===== config.mk =====
export PLATFORM = sky130hd
export DESIGN_NAME = diff_drive_pose_integrator_top
export DESIGN_NICKNAME = d
export VERILOG_FILES = /design/src/hdl/ddpi_pkg.sv /design/src/hdl/diff_drive_pose_integrator_top.sv /design/src/hdl/ddpi_mul.sv /design/src/hdl/ddpi_cordic.sv
export VERILOG_INCLUDE_DIRS = /design/src /design/src/hdl
export SDC_FILE = /design/constraint.sdc
export NUM_CORES = 2
export LEC_CHECK = 0
export ABC_CLOCK_PERIOD_IN_PS = 19200
export BUFFER_PORTS_ARGS = -buffer_cell sky130_fd_sc_hd__buf_2
export CORE_MARGIN = 5
export CORE_UTILIZATION = 55
export CTS_CLUSTER_SIZE = 28
export DETAILED_ROUTE_END_ITERATION = 7
export GPL_TIMING_DRIVEN = 0
export PLACE_DENSITY = 0.72
export SLEW_MARGIN = 10
export SYNTH_ARGS = -nofsm -noshare
export SYNTH_HDL_FRONTEND = slang
export SYNTH_HIERARCHICAL = 1
export SYNTH_SLANG_ARGS = --single-unit

===== constraint.sdc =====
create_clock -name clk_i -period 19.2 [get_ports clk_i]
set_input_delay 5.76 -clock clk_i [delete_from_list [all_inputs] [get_ports clk_i]]
set_output_delay 5.76 -clock clk_i [all_outputs]
set_load 0.005 [all_outputs]

===== src/hdl/diff_drive_pose_integrator_top_assert.svh =====
// assertion macros for the pose integrator
`ifndef DIFF_DRIVE_POSE_INTEGRATOR_TOP_ASSERT_SVH
`define DIFF_DRIVE_POSE_INTEGRATOR_TOP_ASSERT_SVH

`ifndef NO_ASSERTIONS
`define DDPI_ASSERT_NEVER(lbl, clk, rst_n, expr) \
  lbl: assert property (@(posedge clk) disable iff (!rst_n) !(expr)) \
    else $error("assertion failed");
`define DDPI_ASSERT_IMPL(lbl, clk, rst_n, ante, cons) \
  lbl: assert property (@(posedge clk) disable iff (!rst_n) (ante) |-> (cons)) \
    else $error("assertion failed");
`define DDPI_ASSERT_NEXT(lbl, clk, rst_n, ante, cons) \
  lbl: assert property (@(posedge clk) disable iff (!rst_n) (ante) |=> (cons)) \
    else $error("assertion failed");
`else
`define DDPI_ASSERT_NEVER(lbl, clk, rst_n, expr)
`define DDPI_ASSERT_IMPL(lbl, clk, rst_n, ante, cons)
`define DDPI_ASSERT_NEXT(lbl, clk, rst_n, ante, cons)
`endif

`endif


===== src/hdl/ddpi_pkg.sv =====
package ddpi_pkg;

  localparam int unsigned MUL_A_W    = 48;
  localparam int unsigned MUL_B_W    = 32;
  localparam int unsigned MUL_RAW_W  = MUL_A_W + 1 + MUL_B_W;
  localparam int unsigned MUL_STEP_W = 6;

  localparam int unsigned CORDIC_W   = 34;

  localparam logic [25:0] GYRO_GAIN   = 26'd53641946;
  localparam logic [29:0] INV_TWO_PI  = 30'd683565276;
  localparam logic signed [CORDIC_W-1:0] CORDIC_START = 34'sd652032874;

  localparam logic [7:0] DEN_AUTO   = 8'd255;
  localparam logic [7:0] DEN_MANUAL = 8'd100;

  typedef enum logic [1:0] {
    CFG_MAX_SPEED = 2'd0,
    CFG_INV_BASE  = 2'd1,
    CFG_TIME_STEP = 2'd2
  } cfg_idx_e;

  typedef struct packed {
    logic                  start;
    logic [MUL_STEP_W-1:0] steps;
  } mul_cmd_t;

  function automatic logic [31:0] atan_bam(input logic [4:0] idx);
    logic [31:0] v;
    unique case (idx)
      5'd0:  v = 32'h20000000;
      5'd1:  v = 32'h12E4051E;
      5'd2:  v = 32'h09FB385B;
      5'd3:  v = 32'h051111D4;
      5'd4:  v = 32'h028B0D43;
      5'd5:  v = 32'h0145D7E1;
      5'd6:  v = 32'h00A2F61E;
      5'd7:  v = 32'h00517C55;
      5'd8:  v = 32'h0028BE53;
      5'd9:  v = 32'h00145F2F;
      5'd10: v = 32'h000A2F98;
      5'd11: v = 32'h000517CC;
      5'd12: v = 32'h00028BE6;
      5'd13: v = 32'h000145F3;
      5'd14: v = 32'h0000A2FA;
      5'd15: v = 32'h0000517D;
      5'd16: v = 32'h000028BE;
      5'd17: v = 32'h0000145F;
      5'd18: v = 32'h00000A30;
      5'd19: v = 32'h00000518;
      5'd20: v = 32'h0000028C;
      5'd21: v = 32'h00000146;
      5'd22: v = 32'h000000A3;
      5'd23: v = 32'h00000051;
      5'd24: v = 32'h00000029;
      5'd25: v = 32'h00000014;
      5'd26: v = 32'h0000000A;
      5'd27: v = 32'h00000005;
      5'd28: v = 32'h00000003;
      5'd29: v = 32'h00000001;
      5'd30: v = 32'h00000001;
      5'd31: v = 32'h00000000;
    endcase
    return v;
  endfunction

endpackage


===== src/hdl/diff_drive_pose_integrator_top.sv =====
// channel   direction  transfer when                     payload
// s_axis    in         s_axis_tvalid & s_axis_tready     tick item, tuser = operation
// m_axis    out        m_axis_tvalid & m_axis_tready     candidate pose and rates
// cfg       in         cfg_valid_i & cfg_ready_o         register index and data
//
// an advance is paced by the bit-serial multiplier (one multiplier bit per cycle
// over nine products) and two 24-step divisions; a set-pose goes straight to
// the output state. the cordic runs alongside the multiplies.
// reset loads the register defaults and clears pose, mode and gyro state.
// a result waiting in the output register stalls only the next finishing item.
`include "diff_drive_pose_integrator_top_assert.svh"

module diff_drive_pose_integrator_top #(
  parameter int unsigned CORDIC_STEPS = 24
) (
  input  logic          clk_i,
  input  logic          rst_ni,
  input  logic          s_axis_tvalid,
  output logic          s_axis_tready,
  // button_level, key_level, left_pwm[7:0], left_reverse, right_pwm[7:0],
  // right_reverse, left_stick[7:0], right_stick[7:0], pose_x[31:0],
  // pose_y[31:0], pose_heading[31:0], zero fill
  input  logic [135:0]  s_axis_tdata,
  // operation
  input  logic [0:0]    s_axis_tuser,
  output logic          m_axis_tvalid,
  input  logic          m_axis_tready,
  // next_x[31:0], next_y[31:0], next_heading[31:0], forward_speed[24:0],
  // turn_rate[31:0], gyro_reading[15:0], auto_mode, zero fill
  output logic [175:0]  m_axis_tdata,
  input  logic          cfg_valid_i,
  output logic          cfg_ready_o,
  input  logic [1:0]    cfg_index_i,
  input  logic [23:0]   cfg_data_i
);
  import ddpi_pkg::*;

  typedef enum logic [3:0] {
    ST_IDLE, ST_LMUL, ST_LDIV, ST_RMUL, ST_RDIV, ST_SUM, ST_TURN, ST_GYRO,
    ST_DIST, ST_XMUL, ST_YMUL, ST_HMUL1, ST_HMUL2, ST_OUT
  } state_e;

  localparam logic signed [7:0] STICK_MAX = 8'sd100;

  state_e state_q;

  logic [23:0] max_speed_q, inv_base_q;
  logic [15:0] time_step_q;
  logic [31:0] pos_x_q, pos_y_q, heading_q;
  logic        auto_q, btn_q, key_q;
  logic signed [15:0] gyro_q;

  logic        pwm_any_q, neg_l_q, neg_r_q, d_neg_q;
  logic [7:0]  mag_l_q, mag_r_q;
  logic signed [24:0] lv_q, rv_q, fwd_q;
  logic [25:0] diff_mag_q;
  logic        diff_neg_q;
  logic signed [31:0] turn_q;
  logic [31:0] tm_q, nx_q, ny_q, nh_q;
  logic [23:0] d_mag_q;
  logic [47:0] hm_q;

  logic [7:0]  rem_q;
  logic [23:0] dv_q;
  logic [4:0]  dcnt_q;
  logic        start_q;

  logic         m_valid_q;
  logic [175:0] m_data_q;

  logic s_acc, op, btn, key, toggle, auto_nx;
  logic [7:0] lpwm, rpwm, lmag_st, rmag_st;
  logic signed [7:0] lstick, rstick;
  logic lneg_st, rneg_st;

  mul_cmd_t mul_cmd;
  logic [MUL_A_W-1:0]   mul_a;
  logic [MUL_B_W-1:0]   mul_b;
  logic                 mul_done;
  logic [MUL_RAW_W-1:0] mul_raw;

  logic cordic_done;
  logic signed [CORDIC_W-1:0] cos_v, sin_v, cneg, sneg;
  logic [31:0] cos_mag, sin_mag;

  logic [8:0]  trial;
  logic        ge;
  logic [7:0]  den, rem_nx;
  logic [23:0] dv_nx;
  logic signed [24:0] q_signed;

  logic signed [25:0] sum26, sum_adj, diff26, diff_negv;
  logic signed [24:0] fwd_negv;
  logic [23:0] fwd_mag;
  logic [32:0] tmag;
  logic [25:0] gmag;
  logic [31:0] prod32, dh;
  logic [31:0] delta;

  assign s_acc  = s_axis_tvalid && s_axis_tready;
  assign op     = s_axis_tuser[0];
  assign btn    = s_axis_tdata[0];
  assign key    = s_axis_tdata[1];
  assign lpwm   = s_axis_tdata[9:2];
  assign rpwm   = s_axis_tdata[18:11];
  assign lstick = $signed(s_axis_tdata[27:20]);
  assign rstick = $signed(s_axis_tdata[35:28]);
  assign toggle = (btn && !btn_q) || (key && !key_q);
  assign auto_nx = auto_q ^ toggle;

  // stick saturation to the percent range
  always_comb begin
    if (lstick > STICK_MAX) begin
      lneg_st = 1'b0; lmag_st = 8'd100;
    end else if (lstick < -STICK_MAX) begin
      lneg_st = 1'b1; lmag_st = 8'd100;
    end else begin
      lneg_st = lstick[7]; lmag_st = lstick[7] ? 8'(-lstick) : 8'(lstick);
    end
    if (rstick > STICK_MAX) begin
      rneg_st = 1'b0; rmag_st = 8'd100;
    end else if (rstick < -STICK_MAX) begin
      rneg_st = 1'b1; rmag_st = 8'd100;
    end else begin
      rneg_st = rstick[7]; rmag_st = rstick[7] ? 8'(-rstick) : 8'(rstick);
    end
  end

  // restoring division step, one quotient bit per cycle
  assign den      = auto_q ? DEN_AUTO : DEN_MANUAL;
  assign trial    = {rem_q, dv_q[23]};
  assign ge       = trial >= {1'b0, den};
  assign rem_nx   = ge ? 8'(trial - {1'b0, den}) : trial[7:0];
  assign dv_nx    = {dv_q[22:0], ge};
  assign q_signed = (state_q == ST_LDIV ? neg_l_q : neg_r_q) ?
                    -$signed({1'b0, dv_nx}) : $signed({1'b0, dv_nx});

  assign sum26     = 26'(lv_q) + 26'(rv_q);
  assign sum_adj   = sum26 + (sum26[25] ? 26'sd1 : 26'sd0);
  assign diff26    = 26'(rv_q) - 26'(lv_q);
  assign diff_negv = -diff26;
  assign fwd_negv  = -fwd_q;
  assign fwd_mag   = fwd_q[24] ? fwd_negv[23:0] : fwd_q[23:0];

  assign cneg    = -cos_v;
  assign sneg    = -sin_v;
  assign cos_mag = cos_v[CORDIC_W-1] ? cneg[31:0] : cos_v[31:0];
  assign sin_mag = sin_v[CORDIC_W-1] ? sneg[31:0] : sin_v[31:0];

  assign tmag   = mul_raw[24 +: 33];
  assign gmag   = mul_raw[38 +: 26];
  assign prod32 = mul_raw[38 +: 32];
  assign dh     = mul_raw[34 +: 32];
  assign delta  = ((state_q == ST_XMUL) ? (d_neg_q ^ cos_v[CORDIC_W-1])
                                        : (d_neg_q ^ sin_v[CORDIC_W-1])) ? -prod32 : prod32;

  always_comb begin
    mul_a = '0;
    mul_b = '0;
    mul_cmd.start = start_q;
    mul_cmd.steps = '0;
    unique case (state_q)
      ST_LMUL: begin
        mul_a = MUL_A_W'(max_speed_q); mul_b = MUL_B_W'(mag_l_q); mul_cmd.steps = 6'd8;
      end
      ST_RMUL: begin
        mul_a = MUL_A_W'(max_speed_q); mul_b = MUL_B_W'(mag_r_q); mul_cmd.steps = 6'd8;
      end
      ST_TURN: begin
        mul_a = MUL_A_W'(diff_mag_q); mul_b = MUL_B_W'(inv_base_q); mul_cmd.steps = 6'd24;
      end
      ST_GYRO: begin
        mul_a = MUL_A_W'(tm_q); mul_b = MUL_B_W'(GYRO_GAIN); mul_cmd.steps = 6'd26;
      end
      ST_DIST: begin
        mul_a = MUL_A_W'(fwd_mag); mul_b = MUL_B_W'(time_step_q); mul_cmd.steps = 6'd16;
      end
      ST_XMUL: begin
        mul_a = MUL_A_W'(cos_mag); mul_b = MUL_B_W'(d_mag_q); mul_cmd.steps = 6'd24;
      end
      ST_YMUL: begin
        mul_a = MUL_A_W'(sin_mag); mul_b = MUL_B_W'(d_mag_q); mul_cmd.steps = 6'd24;
      end
      ST_HMUL1: begin
        mul_a = MUL_A_W'(tm_q); mul_b = MUL_B_W'(time_step_q); mul_cmd.steps = 6'd16;
      end
      ST_HMUL2: begin
        mul_a = hm_q; mul_b = MUL_B_W'(INV_TWO_PI); mul_cmd.steps = 6'd30;
      end
      default: begin
        mul_a = '0;
      end
    endcase
  end

  ddpi_mul u_mul (
    .clk_i  (clk_i),
    .rst_ni (rst_ni),
    .cmd_i  (mul_cmd),
    .a_i    (mul_a),
    .b_i    (mul_b),
    .done_o (mul_done),
    .raw_o  (mul_raw)
  );

  ddpi_cordic #(.STEPS(CORDIC_STEPS)) u_cordic (
    .clk_i   (clk_i),
    .rst_ni  (rst_ni),
    .start_i (s_acc && !op),
    .angle_i (heading_q),
    .done_o  (cordic_done),
    .cos_o   (cos_v),
    .sin_o   (sin_v)
  );

  // configuration registers
  always_ff @(posedge clk_i or negedge rst_ni) begin
    if (!rst_ni) begin
      max_speed_q <= 24'd65536;
      inv_base_q  <= 24'd327680;
      time_step_q <= 16'd1092;
    end else if (cfg_valid_i) begin
      unique case (cfg_index_i)
        CFG_MAX_SPEED: max_speed_q <= cfg_data_i;
        CFG_INV_BASE:  inv_base_q  <= cfg_data_i;
        CFG_TIME_STEP: time_step_q <= cfg_data_i[15:0];
        default:       max_speed_q <= max_speed_q;
      endcase
    end
  end

  always_ff @(posedge clk_i or negedge rst_ni) begin
    if (!rst_ni) begin
      state_q    <= ST_IDLE;
      pos_x_q    <= '0;
      pos_y_q    <= '0;
      heading_q  <= '0;
      auto_q     <= 1'b0;
      btn_q      <= 1'b0;
      key_q      <= 1'b0;
      gyro_q     <= '0;
      start_q    <= 1'b0;
      m_valid_q  <= 1'b0;
      m_data_q   <= '0;
      pwm_any_q  <= 1'b0;
      neg_l_q    <= 1'b0;
      neg_r_q    <= 1'b0;
      d_neg_q    <= 1'b0;
      mag_l_q    <= '0;
      mag_r_q    <= '0;
      lv_q       <= '0;
      rv_q       <= '0;
      fwd_q      <= '0;
      diff_mag_q <= '0;
      diff_neg_q <= 1'b0;
      turn_q     <= '0;
      tm_q       <= '0;
      nx_q       <= '0;
      ny_q       <= '0;
      nh_q       <= '0;
      d_mag_q    <= '0;
      hm_q       <= '0;
      rem_q      <= '0;
      dv_q       <= '0;
      dcnt_q     <= '0;
    end else begin
      start_q <= 1'b0;
      if (m_valid_q && m_axis_tready) m_valid_q <= 1'b0;
      unique case (state_q)
        ST_IDLE: begin
          if (s_acc) begin
            if (op) begin
              pos_x_q   <= s_axis_tdata[67:36];
              pos_y_q   <= s_axis_tdata[99:68];
              heading_q <= s_axis_tdata[131:100];
              nx_q      <= s_axis_tdata[67:36];
              ny_q      <= s_axis_tdata[99:68];
              nh_q      <= s_axis_tdata[131:100];
              fwd_q     <= '0;
              turn_q    <= '0;
              state_q   <= ST_OUT;
            end else begin
              auto_q    <= auto_nx;
              btn_q     <= btn;
              key_q     <= key;
              pwm_any_q <= (lpwm != '0) || (rpwm != '0);
              mag_l_q   <= auto_nx ? lpwm : lmag_st;
              mag_r_q   <= auto_nx ? rpwm : rmag_st;
              neg_l_q   <= auto_nx ? s_axis_tdata[10] : lneg_st;
              neg_r_q   <= auto_nx ? s_axis_tdata[19] : rneg_st;
              start_q   <= 1'b1;
              state_q   <= ST_LMUL;
            end
          end
        end
        ST_LMUL, ST_RMUL: begin
          if (mul_done) begin
            rem_q   <= mul_raw[55:48];
            dv_q    <= mul_raw[47:24];
            dcnt_q  <= '0;
            state_q <= (state_q == ST_LMUL) ? ST_LDIV : ST_RDIV;
          end
        end
        ST_LDIV, ST_RDIV: begin
          rem_q  <= rem_nx;
          dv_q   <= dv_nx;
          dcnt_q <= dcnt_q + 1'b1;
          if (dcnt_q == 5'd23) begin
            if (state_q == ST_LDIV) begin
              lv_q    <= q_signed;
              start_q <= 1'b1;
              state_q <= ST_RMUL;
            end else begin
              rv_q    <= q_signed;
              state_q <= ST_SUM;
            end
          end
        end
        ST_SUM: begin
          fwd_q      <= 25'(sum_adj >>> 1);
          diff_neg_q <= diff26[25];
          diff_mag_q <= diff26[25] ? diff_negv : diff26;
          start_q    <= 1'b1;
          state_q    <= ST_TURN;
        end
        ST_TURN: begin
          if (mul_done) begin
            if (diff_neg_q) begin
              if (tmag > 33'h0_8000_0000) begin
                turn_q <= 32'sh8000_0000;
                tm_q   <= 32'h8000_0000;
              end else begin
                turn_q <= -$signed(tmag[31:0]);
                tm_q   <= tmag[31:0];
              end
            end else if (tmag > 33'h0_7FFF_FFFF) begin
              turn_q <= 32'sh7FFF_FFFF;
              tm_q   <= 32'h7FFF_FFFF;
            end else begin
              turn_q <= $signed(tmag[31:0]);
              tm_q   <= tmag[31:0];
            end
            start_q <= 1'b1;
            state_q <= ST_GYRO;
          end
        end
        ST_GYRO: begin
          if (mul_done) begin
            if (pwm_any_q) begin
              if (turn_q[31]) begin
                gyro_q <= (gmag > 26'd32768) ? 16'sh8000 : 16'(-$signed(gmag));
              end else begin
                gyro_q <= (gmag > 26'd32767) ? 16'sh7FFF : $signed(gmag[15:0]);
              end
            end
            start_q <= 1'b1;
            state_q <= ST_DIST;
          end
        end
        ST_DIST: begin
          if (mul_done) begin
            d_mag_q <= mul_raw[32 +: 24];
            d_neg_q <= fwd_q[24];
            start_q <= 1'b1;
            state_q <= ST_XMUL;
          end
        end
        ST_XMUL: begin
          if (mul_done) begin
            nx_q    <= pos_x_q + delta;
            start_q <= 1'b1;
            state_q <= ST_YMUL;
          end
        end
        ST_YMUL: begin
          if (mul_done) begin
            ny_q    <= pos_y_q + delta;
            start_q <= 1'b1;
            state_q <= ST_HMUL1;
          end
        end
        ST_HMUL1: begin
          if (mul_done) begin
            hm_q    <= mul_raw[16 +: 48];
            start_q <= 1'b1;
            state_q <= ST_HMUL2;
          end
        end
        ST_HMUL2: begin
          if (mul_done) begin
            nh_q    <= heading_q + (turn_q[31] ? -dh : dh);
            state_q <= ST_OUT;
          end
        end
        ST_OUT: begin
          if (!m_valid_q || m_axis_tready) begin
            m_data_q  <= {6'b0, auto_q, gyro_q, turn_q, fwd_q, nh_q, ny_q, nx_q};
            m_valid_q <= 1'b1;
            state_q   <= ST_IDLE;
          end
        end
        default: state_q <= ST_IDLE;
      endcase
    end
  end

  assign s_axis_tready = (state_q == ST_IDLE);
  assign m_axis_tvalid = m_valid_q;
  assign m_axis_tdata  = m_data_q;
  assign cfg_ready_o   = 1'b1;

  `DDPI_ASSERT_IMPL(a_cordic_ready, clk_i, rst_ni, state_q == ST_XMUL, cordic_done)
  `DDPI_ASSERT_NEVER(a_mul_idle, clk_i, rst_ni, mul_done && (state_q == ST_IDLE || state_q == ST_OUT))
  `DDPI_ASSERT_NEXT(a_item_leaves_idle, clk_i, rst_ni, s_acc, state_q != ST_IDLE)

endmodule


===== src/hdl/ddpi_mul.sv =====
module ddpi_mul (
  input  logic                         clk_i,
  input  logic                         rst_ni,
  input  ddpi_pkg::mul_cmd_t           cmd_i,
  input  logic [ddpi_pkg::MUL_A_W-1:0] a_i,
  input  logic [ddpi_pkg::MUL_B_W-1:0] b_i,
  output logic                         done_o,
  output logic [ddpi_pkg::MUL_RAW_W-1:0] raw_o
);
  import ddpi_pkg::*;

  logic [MUL_A_W-1:0]    a_q;
  logic [MUL_A_W:0]      hi_q;
  logic [MUL_B_W-1:0]    lo_q;
  logic [MUL_STEP_W-1:0] cnt_q;
  logic                  busy_q, done_q;
  logic [MUL_A_W:0]      sum;

  // shift-add, one multiplier bit per cycle
  assign sum = hi_q + {1'b0, (lo_q[0] ? a_q : '0)};

  always_ff @(posedge clk_i or negedge rst_ni) begin
    if (!rst_ni) begin
      busy_q <= 1'b0;
      done_q <= 1'b0;
      cnt_q  <= '0;
      a_q    <= '0;
      hi_q   <= '0;
      lo_q   <= '0;
    end else begin
      done_q <= 1'b0;
      if (cmd_i.start) begin
        a_q    <= a_i;
        hi_q   <= '0;
        lo_q   <= b_i;
        cnt_q  <= cmd_i.steps;
        busy_q <= 1'b1;
      end else if (busy_q) begin
        hi_q  <= {1'b0, sum[MUL_A_W:1]};
        lo_q  <= {sum[0], lo_q[MUL_B_W-1:1]};
        cnt_q <= cnt_q - 1'b1;
        if (cnt_q == MUL_STEP_W'(1)) begin
          busy_q <= 1'b0;
          done_q <= 1'b1;
        end
      end
    end
  end

  assign done_o = done_q;
  assign raw_o  = {hi_q, lo_q};

endmodule


===== src/hdl/ddpi_cordic.sv =====
module ddpi_cordic #(
  parameter int unsigned STEPS = 24
) (
  input  logic                                 clk_i,
  input  logic                                 rst_ni,
  input  logic                                 start_i,
  input  logic [31:0]                          angle_i,
  output logic                                 done_o,
  output logic signed [ddpi_pkg::CORDIC_W-1:0] cos_o,
  output logic signed [ddpi_pkg::CORDIC_W-1:0] sin_o
);
  import ddpi_pkg::*;

  localparam int unsigned CW = $clog2(STEPS + 1);

  logic signed [CORDIC_W-1:0] x_q, y_q, xs, ys;
  logic signed [31:0]         z_q, ang;
  logic [1:0]                 quad_q;
  logic [CW-1:0]              cnt_q;
  logic                       busy_q, done_q;
  logic [31:0]                rot;

  assign rot = angle_i + 32'h2000_0000;
  assign xs  = x_q >>> cnt_q;
  assign ys  = y_q >>> cnt_q;
  assign ang = $signed(atan_bam(5'(cnt_q)));

  always_ff @(posedge clk_i or negedge rst_ni) begin
    if (!rst_ni) begin
      busy_q <= 1'b0;
      done_q <= 1'b0;
      cnt_q  <= '0;
      quad_q <= '0;
      x_q    <= '0;
      y_q    <= '0;
      z_q    <= '0;
    end else begin
      if (start_i) begin
        x_q    <= CORDIC_START;
        y_q    <= '0;
        z_q    <= $signed({2'b00, rot[29:0]}) - 32'sh2000_0000;
        quad_q <= rot[31:30];
        cnt_q  <= '0;
        busy_q <= 1'b1;
        done_q <= 1'b0;
      end else if (busy_q) begin
        if (!z_q[31]) begin
          x_q <= x_q - ys;
          y_q <= y_q + xs;
          z_q <= z_q - ang;
        end else begin
          x_q <= x_q + ys;
          y_q <= y_q - xs;
          z_q <= z_q + ang;
        end
        cnt_q <= cnt_q + 1'b1;
        if (cnt_q == CW'(STEPS - 1)) begin
          busy_q <= 1'b0;
          done_q <= 1'b1;
        end
      end
    end
  end

  // fold the quadrant back in
  always_comb begin
    unique case (quad_q)
      2'd0: begin cos_o = x_q;  sin_o = y_q;  end
      2'd1: begin cos_o = -y_q; sin_o = x_q;  end
      2'd2: begin cos_o = -x_q; sin_o = -y_q; end
      2'd3: begin cos_o = y_q;  sin_o = -x_q; end
    endcase
  end

  assign done_o = done_q;

endmodule


==> run summary <==
Worst path required time: 19850 ps
Placed inst area: 77500 µm²
CTS tree: yes
Post-Layout Cell Count: 10800
Pre-Repair DR Iteration Count: 8
Post-CTS setup repair buffer count: 0
WP data arrival: 10640 ps
Layout cells sized above 1: 13.5%
Min-Delay Endpoint: m_axis_tdata[68]$_DFFE_PN0P_
CTS Root Cell: clkbuf_16
Status: finished, violations left
Clock-pin slew on the worst setup and hold paths: 70 ps
Clock Tree Buf Depth: 3
Later-pin clock latency in the skew report: 770 ps
Initial antenna violation count: 42
Final Setup Violations: 0
Synthesis Warnings: 6
R2r startpoint: u_cordic/y_q[3]$_DFFE_PN0P_
Final WS setup: 9220 ps
First-pass GRT wire length: 470000 µm
Area of the multi-input gates: 45400 µm²
Placement Setup Slack: 9750 ps
Row count: 134
RSZ-0062 raised after global routing: no
Hold Vio Cnt, Final: 0
CP Capture Type: register
Post-CTS Resized: 0
Slew Limit Fails: 0
Hold Crit Start: nh_q[4]$_DFFE_PN0P_
Worst-Margin Slew: 1470 ps
DRT iter0 DRCs: 10300
Grt ovf: 0
Worst slew margin: 1.32%
Path depth of the worst reg2reg path: 26
Worst hold path class: reg2reg
Startpoint types: register
Critical path type: reg2reg
Worst reg2reg path endpoint: ny_q[30]$_DFFE_PN0P_
FMAX: 100 MHz
Placed Cells incl. Taps: 10500
# port buffers: 333
TritonCTS Sinks: 990
Via/cell ratio: 6.78
Cell Area, Synth: 73300 µm²
WL per Instance: 30.3 µm
Initial Util: 55.1%
Register Area: 24800 µm²
Die area: 141000 µm²
Fillers: 11500
Synth Instances: 8414
Largest net degree at the start of global routing: 159
Die Y: 375 µm
# DRC: 34
Layout area overhead: 11.1%
Final wirelength: 326000 µm
CTS H-tree depth: 3
Die width: 375 µm
Via count: 72900
Max_cap viols: 0
Min Tclk post-route: 9980 ps
Final Cell Area: 81400 µm²
GPL Wtd Cong: 1.08
Vias in the first global route: 70000
CTS Hold Bufs: 0
Core Region: 133000 µm²
Synthesized area per cell: 8.71 µm²
Number of buffers created by CTS: 110
R2R setup slack: 9220 ps
Core Util, Final: 61.2%
HPWL after DPL: 252000 µm
I/O pins: 347
Gr usage total: 44.7%
Final net count: 9398
Crit share post-route: 52.0%
Crit-path max FO: 10
Hold path depth: 1
Final antenna-violating net count: 0
Clk_skew: 62.0 ps
Violated checks: DRC
==> flip-flops by register name, summed over array words and instances, names as in the netlist, 32 cells and up <==
| signal | flops |
|---|---|
| pos_y_q | 32 |
| u_mul/hi_q | 48 |
| u_cordic/y_q | 34 |
| hm_q | 48 |
| u_cordic/z_q | 32 |
| turn_q | 32 |
| u_cordic/x_q | 34 |
| ny_q | 32 |
| u_mul/lo_q | 32 |
| heading_q | 32 |
| pos_x_q | 32 |
| m_axis_tdata | 170 |
| nh_q | 32 |
| tm_q | 32 |
| nx_q | 32 |
| u_mul/a_q | 48 |
==> cell type report <==
| type | instances | area share, % |
|---|---|---|
| Antenna cell | 15 | 0.0461 |
| Tap cell | 1768 | 2.72 |
| Multi-Input combinational cell | 6669 | 55.8 |
| Timing Repair Buffer | 342 | 2.33 |
| Buffer | 576 | 3.03 |
| Clock inverter | 57 | 0.957 |
| Inverter | 190 | 0.876 |
| Sequential cell | 990 | 30.4 |
| Clock buffer | 151 | 3.82 |
==> cells in the final DEF, fill, tap and decap left out, drive strengths merged, types with 20 or more instances in the layout <==
cell and instances:
mux4 87, nor2b 65, o22ai 73, a222oi 40
nand4 67, inv 200, or2 30, nor2 629
o41ai 28, or4 46, or3 60, o31ai 86
o21a 56, xnor2 378, buf 492, nand3 167
a2111oi 20, a21oi 532, a221oi 45, nor3 126
a31oi 92, mux2i 167, nand2 1140, xor2 252
a22oi 64, and2 111, mux2 395, nand2b 96
ha 341, a211oi 80, a211o 21, o21bai 38
nor4 54, dfrtp 984, and3 43, a21o 139
clkbuf 577, o21ai 725, clkinv 26, o211ai 60
==> stage by stage <==
step	hold WS [ps]	setup TNS, ps
floorplan	433	0
global placement	458	-8786360
detailed placement	466	0
CTS	478	0
global route	496	0
finish	468	0
==> critical path, stage by stage (launching register included) <==
cell      delay, ps
dfrtp_1         380
clkbuf_1        340
or4_1           680
or4_4           500
or4_1           490
or3_4           400
nor3b_4         310
nand2_2         160
nor3_2          160
nor2_1           80
xnor2_1         150
a21oi_1         570
mux2i_1         330
xnor2_1         710
clkbuf_1        460
nand2_1         130
xnor2_1         970
ha_1            300
and2_1          200
a21boi_0        380
o211ai_1        240
o31ai_1         620
a21oi_1         250
o21ai_0         430
nand4_1         220
a221oi_1        280
nand2_1          90
==> worst max-delay path by stage <==
stage                           startpoint                              to  slack (ps)  cells past startpoint
2_1_floorplan                m_axis_tready   m_axis_tdata[100]$_DFFE_PN0P_       11860                      6
3_3_place_gp                        rst_ni      u_mul/hi_q[45]$_DFFE_PN0P_       -9070                      1
3_5_place_dp                  s_axis_tuser  u_cordic/quad_q[0]$_DFFE_PN0P_        9750                      9
4_1_cts        u_cordic/y_q[2]$_DFFE_PN0P_            ny_q[28]$_DFFE_PN0P_        9780                     26
5_1_grt        u_cordic/y_q[3]$_DFFE_PN0P_            ny_q[27]$_DFFE_PN0P_        9070                     27
6_report       u_cordic/y_q[3]$_DFFE_PN0P_            ny_q[30]$_DFFE_PN0P_        9220                     26
==> routing by layer <==
layer	vias up	global-route usage, %	wire (µm)
met5	-	0	198
met4	30	27.8	24900
met3	1228	14.7	41900
met2	4978	64.6	135000
met1	35400	58.1	125000
li1	31300	-	-
Power is not shown: default switching activity piles up to over one toggle a cycle in this logic, so the estimate is an artifact.
